File: config.mk
export PLATFORM = sky130hd
export DESIGN_NAME = record_sort_by_selected_key
export DESIGN_NICKNAME = d
export VERILOG_FILES = /design/src/hw/rtl/rss_pkg.sv /design/src/hw/rtl/record_sort_by_selected_key.sv /design/src/hw/rtl/rss_cell.sv /design/src/hw/rtl/rss_ctrl.sv
export SDC_FILE = /design/constraint.sdc
export NUM_CORES = 2
export LEC_CHECK = 0
export ABC_AREA = 0
export ABC_CLOCK_PERIOD_IN_PS = 7500
export BUFFER_PORTS_ARGS = -buffer_cell sky130_fd_sc_hd__clkbuf_2
export CORE_MARGIN = 2
export CORE_UTILIZATION = 59
export DETAILED_ROUTE_END_ITERATION = 12
export PLACE_DENSITY = 0.83
export SETUP_SLACK_MARGIN = 0.02
export SLEW_MARGIN = 20
export SYNTH_ARGS = -nofsm -noshare
export SYNTH_HDL_FRONTEND = slang
export SYNTH_SLANG_ARGS = --single-unit
File: constraint.sdc
create_clock -name clk -period 7.5 [get_ports clk]
set_clock_uncertainty 0.15 [all_clocks]
set_input_delay 0.75 -clock clk [delete_from_list [all_inputs] [get_ports clk]]
set_output_delay 0.75 -clock clk [all_outputs]
set_load 0.01 [all_outputs]
File: src/hw/rtl/rss_pkg.sv
// Shared types and constants for the selected-key record sorter.
package rss_pkg;

    localparam int KEY_W            = 8;
    localparam int POS_W            = 6;
    localparam int SEL_W            = 2;
    localparam int DEFAULT_CAPACITY = 64;

    localparam logic [SEL_W-1:0] SEL_FIRST  = 2'd0;
    localparam logic [SEL_W-1:0] SEL_SECOND = 2'd1;
    localparam logic [SEL_W-1:0] SEL_THIRD  = 2'd2;

    typedef enum logic {
        ST_COLLECT,
        ST_DRAIN
    } state_t;

    typedef struct packed {
        logic [KEY_W-1:0] key;
        logic [POS_W-1:0] pos;
    } entry_t;

    // Command broadcast from the controller to every cell of the chain.
    typedef struct packed {
        logic   insert;
        logic   shift;
        entry_t entry;
    } cell_cmd_t;

endpackage

File: src/hw/rtl/record_sort_by_selected_key.sv
// Top level of the selected-key record sorter: controller and chain of cells.
//
// Records arrive on the rec channel (rec_valid / rec_stall) carrying three
// 8-bit scores and a final_record mark. The score chosen by key_select,
// written on the cfg channel (cfg_valid / cfg_ready, always ready), is the
// sort key. Each record is inserted into the chain of CAPACITY cells in parallel:
// each cell compares its key with the new one and either keeps its entry,
// takes its left neighbor's, or takes the new record, so the chain stays in
// ascending order with equal keys in arrival order.
// While collecting, one record is accepted per cycle. The request that
// carries final_record starts the drain: from the next cycle the res channel
// (res_valid / res_stall) presents the stored records from cell 0, one per
// accepted result, with end_of_run on the last. The chain shifts toward cell
// 0 only when a result is taken, so a stalled result holds. rec_stall is high
// until the last record of the run has been taken.
// Records that arrive while the chain is full are dropped.
// Reset empties the chain, returns to collecting and selects the first score.
module record_sort_by_selected_key
    import rss_pkg::*;
#(
    parameter int CAPACITY = DEFAULT_CAPACITY
)
(
    input  logic                 clk,
    input  logic                 rst_n,
    input  logic                 cfg_valid,
    output logic                 cfg_ready,
    input  logic [SEL_W-1:0]     key_select,
    input  logic                 rec_valid,
    output logic                 rec_stall,
    input  logic [KEY_W-1:0]     first_score,
    input  logic [KEY_W-1:0]     second_score,
    input  logic [KEY_W-1:0]     third_score,
    input  logic                 final_record,
    output logic                 res_valid,
    input  logic                 res_stall,
    output logic [POS_W-1:0]     record_position,
    output logic [KEY_W-1:0]     key_score,
    output logic                 end_of_run
);

    localparam int CNT_W = $clog2(CAPACITY + 1);

    cell_cmd_t          cmd;
    logic [CNT_W-1:0]   count;
    logic               greater [CAPACITY];
    entry_t             entries [CAPACITY];

    rss_ctrl #(
        .CAPACITY (CAPACITY)
    ) u_ctrl (
        .clk          (clk),
        .rst_n        (rst_n),
        .cfg_valid    (cfg_valid),
        .cfg_ready    (cfg_ready),
        .key_select   (key_select),
        .rec_valid    (rec_valid),
        .rec_stall    (rec_stall),
        .first_score  (first_score),
        .second_score (second_score),
        .third_score  (third_score),
        .final_record (final_record),
        .res_valid    (res_valid),
        .res_stall    (res_stall),
        .end_of_run   (end_of_run),
        .cmd          (cmd),
        .count        (count)
    );

    for (genvar i = 0; i < CAPACITY; i++)
    begin : g_cell
        logic   prev_greater;
        entry_t prev_entry;
        entry_t next_entry;

        if (i == 0)
        begin : g_head
            assign prev_greater = 1'b0;
            assign prev_entry   = cmd.entry;
        end
        else
        begin : g_body
            assign prev_greater = greater[i-1];
            assign prev_entry   = entries[i-1];
        end

        if (i == CAPACITY - 1)
        begin : g_tail
            assign next_entry = entries[i];
        end
        else
        begin : g_inner
            assign next_entry = entries[i+1];
        end

        rss_cell #(
            .CAPACITY (CAPACITY),
            .INDEX    (i)
        ) u_cell (
            .clk          (clk),
            .cmd          (cmd),
            .count        (count),
            .prev_greater (prev_greater),
            .prev_entry   (prev_entry),
            .next_entry   (next_entry),
            .greater      (greater[i]),
            .entry        (entries[i])
        );
    end

    assign record_position = entries[0].pos;
    assign key_score       = entries[0].key;

endmodule

File: src/hw/rtl/rss_cell.sv
// One cell of the sorting chain: holds one entry and trades with its neighbors.
module rss_cell
    import rss_pkg::*;
#(
    parameter int CAPACITY = DEFAULT_CAPACITY,
    parameter int INDEX    = 0
)
(
    input  logic                             clk,
    input  cell_cmd_t                        cmd,
    input  logic [$clog2(CAPACITY+1)-1:0]    count,
    input  logic                             prev_greater,
    input  entry_t                           prev_entry,
    input  entry_t                           next_entry,
    output logic                             greater,
    output entry_t                           entry
);

    localparam int CNT_W = $clog2(CAPACITY + 1);

    entry_t entry_reg;
    entry_t entry_next;
    logic   occupied;

    // An empty cell acts as holding a key above every real key.
    assign occupied = count > CNT_W'(INDEX);
    assign greater  = !occupied || (entry_reg.key > cmd.entry.key);
    assign entry    = entry_reg;

    always_comb
    begin
        entry_next = entry_reg;
        if (cmd.insert && greater)
        begin
            entry_next = prev_greater ? prev_entry : cmd.entry;
        end
        else if (cmd.shift)
        begin
            entry_next = next_entry;
        end
    end

    always_ff @(posedge clk)
    begin
        entry_reg <= entry_next;
    end

endmodule

File: src/hw/rtl/rss_ctrl.sv
// Controller: key selection, fill count and the collect/drain sequence.
module rss_ctrl
    import rss_pkg::*;
#(
    parameter int CAPACITY = DEFAULT_CAPACITY
)
(
    input  logic                             clk,
    input  logic                             rst_n,
    input  logic                             cfg_valid,
    output logic                             cfg_ready,
    input  logic [SEL_W-1:0]                 key_select,
    input  logic                             rec_valid,
    output logic                             rec_stall,
    input  logic [KEY_W-1:0]                 first_score,
    input  logic [KEY_W-1:0]                 second_score,
    input  logic [KEY_W-1:0]                 third_score,
    input  logic                             final_record,
    output logic                             res_valid,
    input  logic                             res_stall,
    output logic                             end_of_run,
    output cell_cmd_t                        cmd,
    output logic [$clog2(CAPACITY+1)-1:0]    count
);

    localparam int CNT_W = $clog2(CAPACITY + 1);

    state_t             state_reg;
    state_t             state_next;
    logic [CNT_W-1:0]   count_reg;
    logic [CNT_W-1:0]   count_next;
    logic [SEL_W-1:0]   sel_reg;
    logic [KEY_W-1:0]   new_key;
    logic               rec_accept;
    logic               res_accept;

    assign cfg_ready  = 1'b1;
    assign count      = count_reg;
    // Both handshake outputs follow the state register alone.
    assign rec_stall  = (state_reg == ST_DRAIN);
    assign res_valid  = (state_reg == ST_DRAIN);
    assign rec_accept = rec_valid && !rec_stall;
    assign res_accept = res_valid && !res_stall;

    always_comb
    begin
        unique case (sel_reg)
            SEL_FIRST:  new_key = first_score;
            SEL_SECOND: new_key = second_score;
            SEL_THIRD:  new_key = third_score;
            default:    new_key = '0;
        endcase
    end

    always_comb
    begin
        state_next      = state_reg;
        count_next      = count_reg;
        end_of_run      = 1'b0;
        cmd.insert      = 1'b0;
        cmd.shift       = 1'b0;
        cmd.entry.key   = new_key;
        cmd.entry.pos   = POS_W'(count_reg);
        unique case (state_reg)
            ST_COLLECT:
            begin
                if (rec_accept)
                begin
                    // A record that finds the chain full is dropped.
                    if (count_reg < CNT_W'(CAPACITY))
                    begin
                        cmd.insert = 1'b1;
                        count_next = count_reg + CNT_W'(1);
                    end
                    if (final_record)
                    begin
                        state_next = ST_DRAIN;
                    end
                end
            end
            ST_DRAIN:
            begin
                end_of_run = (count_reg == CNT_W'(1));
                if (res_accept)
                begin
                    cmd.shift  = 1'b1;
                    count_next = count_reg - CNT_W'(1);
                    if (count_reg == CNT_W'(1))
                    begin
                        state_next = ST_COLLECT;
                    end
                end
            end
            default:
            begin
                state_next = ST_COLLECT;
            end
        endcase
    end

    always_ff @(posedge clk or negedge rst_n)
    begin
        if (!rst_n)
        begin
            state_reg <= ST_COLLECT;
            count_reg <= '0;
            sel_reg   <= SEL_FIRST;
        end
        else
        begin
            state_reg <= state_next;
            count_reg <= count_next;
            if (cfg_valid && cfg_ready)
            begin
                sel_reg <= key_select;
            end
        end
    end

endmodule

==> results_dict.tcl <==
set metrics [dict create \
    critPathKind "reg -> reg" \
    fp-row-count 117 \
    yosysTopAreaCell "edfxtp_1" \
    hold_viol 0 \
    arrival_ns 6.18 \
    cts-root-buf "clkbuf_16" \
    yosysUniqueCellTypes 97 \
    largest_reg_flops 896 \
    h-tree-depth 3 \
    fillCellCount 7585 \
    peakVddDrop_v 0.000218 \
    cts_made_buffers 98 \
    timing.rr.start "u_ctrl.sel_reg[0]$_DFFE_PN0P_" \
    fin_crit_sh 0.806 \
    vias 49000 \
    min-delay-start "key_select[1]" \
    avgSynthCellArea_sq_um 10.4 \
    hpwl_mm 122 \
    setup_viol 0 \
    netlist_area_sq_um 60600 \
    clk_pin_slew_ns 0.06 \
    clock-sinks 906 \
    overflow 0 \
    viasPerCell 6.85 \
    maxCapViolCount 0 \
    synthesis.nets 6357 \
    drt_iter0_markers 6496 \
    final_cell_mix "edfxtp_1, nand2_1, o21ai_0" \
    synth.top_cell.area_share 0.444 \
    ios 50 \
    ctsResizeCount 0 \
    cp-startpoint "u_ctrl.sel_reg[0]$_DFFE_PN0P_" \
    drc_errors 0 \
    power_density_nw_per_um2 333 \
    place_congestion 0.933 \
    ant_nets 0 \
    fp.coreArea_sq_um 102000 \
    leakage_nw 26.5 \
    drt-met1-wl_mm 67.7 \
    drive_gt1_frac 0.104 \
    clock_path_buffers 3 \
    grt_pass1_vias 48200 \
    die_width_microns 324 \
    syn_inst 5809 \
    layout.nets 6250 \
    tritoncts "yes" \
    fin_setup_tns_ns 0 \
    top_layer_used "met4" \
    max-slew-margin-rel 0.222 \
    first_pass_iters 6 \
    clk_latency_ns 0.70 \
    postLayoutCellArea_sq_um 65200 \
    finalWirelength_mm 180 \
    crit_required_ns 7.63 \
    hold_class "in -> reg" \
    syn_to_final_growth_pct 7.57 \
    whs_ns 0.149 \
    synth-edff-count 896 \
    synth.area.top_cells "edfxtp_1, mux2i_1, ha_1, o21ai_0, nand2_1" \
    grt_usage 0.331 \
    yosysWarnings 0 \
    die_area_sq_um 105000 \
    io_buffer_count 48 \
    final_common_cell "edfxtp_1" \
    critPathMaxFanout 26 \
    maxSlewViolCount 0 \
    die_y_microns 324 \
    ys_seq_area_frac 0.448 \
    wl_met2_mm 81.3 \
    r2r_slack_ns 1.45 \
    start_kind "register" \
    ys_async_sr_fraction 0.0110 \
    max_slew.worst_pin.slew_ns 1.17 \
    wl_met3_mm 20.5 \
    ys_ff_latch 906 \
    initial_core_util 0.595 \
    fin_crit_ns 6.05 \
    timing.fmax_ghz 0.165 \
    ys.flop_type "edfxtp_1" \
    status "finished clean" \
    post_drt_wl_per_cell_microns 25.3 \
    grt_pass1_wl_mm 275 \
    cp-end-kind "register" \
    grt_max_degree 97 \
    antenna_found_initial 2 \
    dpl_cell_area_sq_um 61900 \
    rsz0062_at_grt "no" \
]
-- kinds of logic (layout without fill, tap and decap cells) --
kind of cell	Yosys count	in the layout	share of synthesized area
compound gates	1631	1631	0.159
buf+inv	518	482	0.0404
flops	906	906	0.448
xor+xnor	7	7	0.00101
mux	781	781	0.132
simple gates	1449	1449	0.113
other cells	1	5	0.0000619
fa+ha+maj	516	516	0.107
-- Yosys cell counts (all sizes together), types with 4 or more instances --
cell type  count
and4          16
nand2b        61
or2            8
a211oi        33
nand3         55
o21ai        858
o2bb2ai        7
and2           9
o31a          19
nand4        108
edfxtp       896
dfrtp         10
o22a           5
ha           516
mux2         126
or3b           6
a2111oi        5
o211ai        62
nor3          89
xnor2          5
o21a          22
nor2b         67
a31o           9
buf          201
a21boi         7
or3            6
a22oi         16
o31ai         49
inv          142
a21oi        330
a2bb2oi       60
o22ai         15
a211o          4
clkbuf       175
nand2        874
a32oi         13
nor2         134
o32a          10
a221oi        11
a31oi         34
a21o          48
mux2i        655
-- what timing repair did --
item,CTS,global route
hold endpoints to repair,10,0
hold buffers,1,0
buffers inserted,0,0
-- critical path: stages, from the launching register on --
cell,delay [ns]
dfrtp_1,0.57
nor2b_1,0.53
a21o_2,0.65
clkinv_2,0.72
buf_12,0.41
ha_1,0.36
nand4_1,0.20
o21ai_0,0.32
o311a_1,0.22
buf_4,0.25
nand2b_1,0.61
nand2_1,0.59
-- through the flow --
stage	cells	setup slack [ns]	total power [W]	utilization
6_report	7145	1.45	0.0217	0.640
5_1_grt	7141	1.10	0.0225	0.640
4_1_cts	7141	1.57	0.0214	0.640
3_5_place_dp	6969	1.65	0.0164	0.609
3_3_place_gp	6969	1.91	0.0160	0.608
2_1_floorplan	5809	1.40	0.0138	-
-- where the power goes --
group	leakage, nW	total, W	internal (W)	switching [W]
sequential	8.86	0.00778	0.00672	0.00106
combinational	16.1	0.00894	0.00339	0.00555
clock	1.55	0.00497	0.00287	0.00209
total	26.5	0.0217	0.0130	0.00871
-- final timing paths --
path,cells after the start,end
setup / recovery,11,g_cell[53].u_cell.entry[4]$_DFFE_PP_
hold / removal,2,u_ctrl.sel_reg[1]$_DFFE_PN0P_
setup reg to reg,11,g_cell[53].u_cell.entry[4]$_DFFE_PP_
hold reg to reg,2,g_cell[62].u_cell.entry[3]$_DFFE_PP_
max in group asynchronous,2,u_ctrl.count[5]$_DFFE_PN0P_
min in group asynchronous,2,u_ctrl.count[4]$_DFFE_PN0P_
-- per-layer routing --
metal  vias to the layer above  global-route usage
met5                         -                   0
li1                      21700                   -
met3                       749              0.0683
met4                         0               0.187
met2                      3172               0.523
met1                     23400               0.426
-- layout make-up --
cell class	count	area [sq um]	share of cell area
Inverter	142	546	0.00837
Timing Repair Buffer	169	1210	0.0186
Multi-Input combinational cell	4385	31300	0.481
Antenna cell	4	10.0	0.000154
Clock buffer	119	2620	0.0402
Clock inverter	52	563	0.00864
Sequential cell	906	27200	0.417
Tap cell	1368	1710	0.0263
No activity file was read; power rests on OpenSTA's default activity.
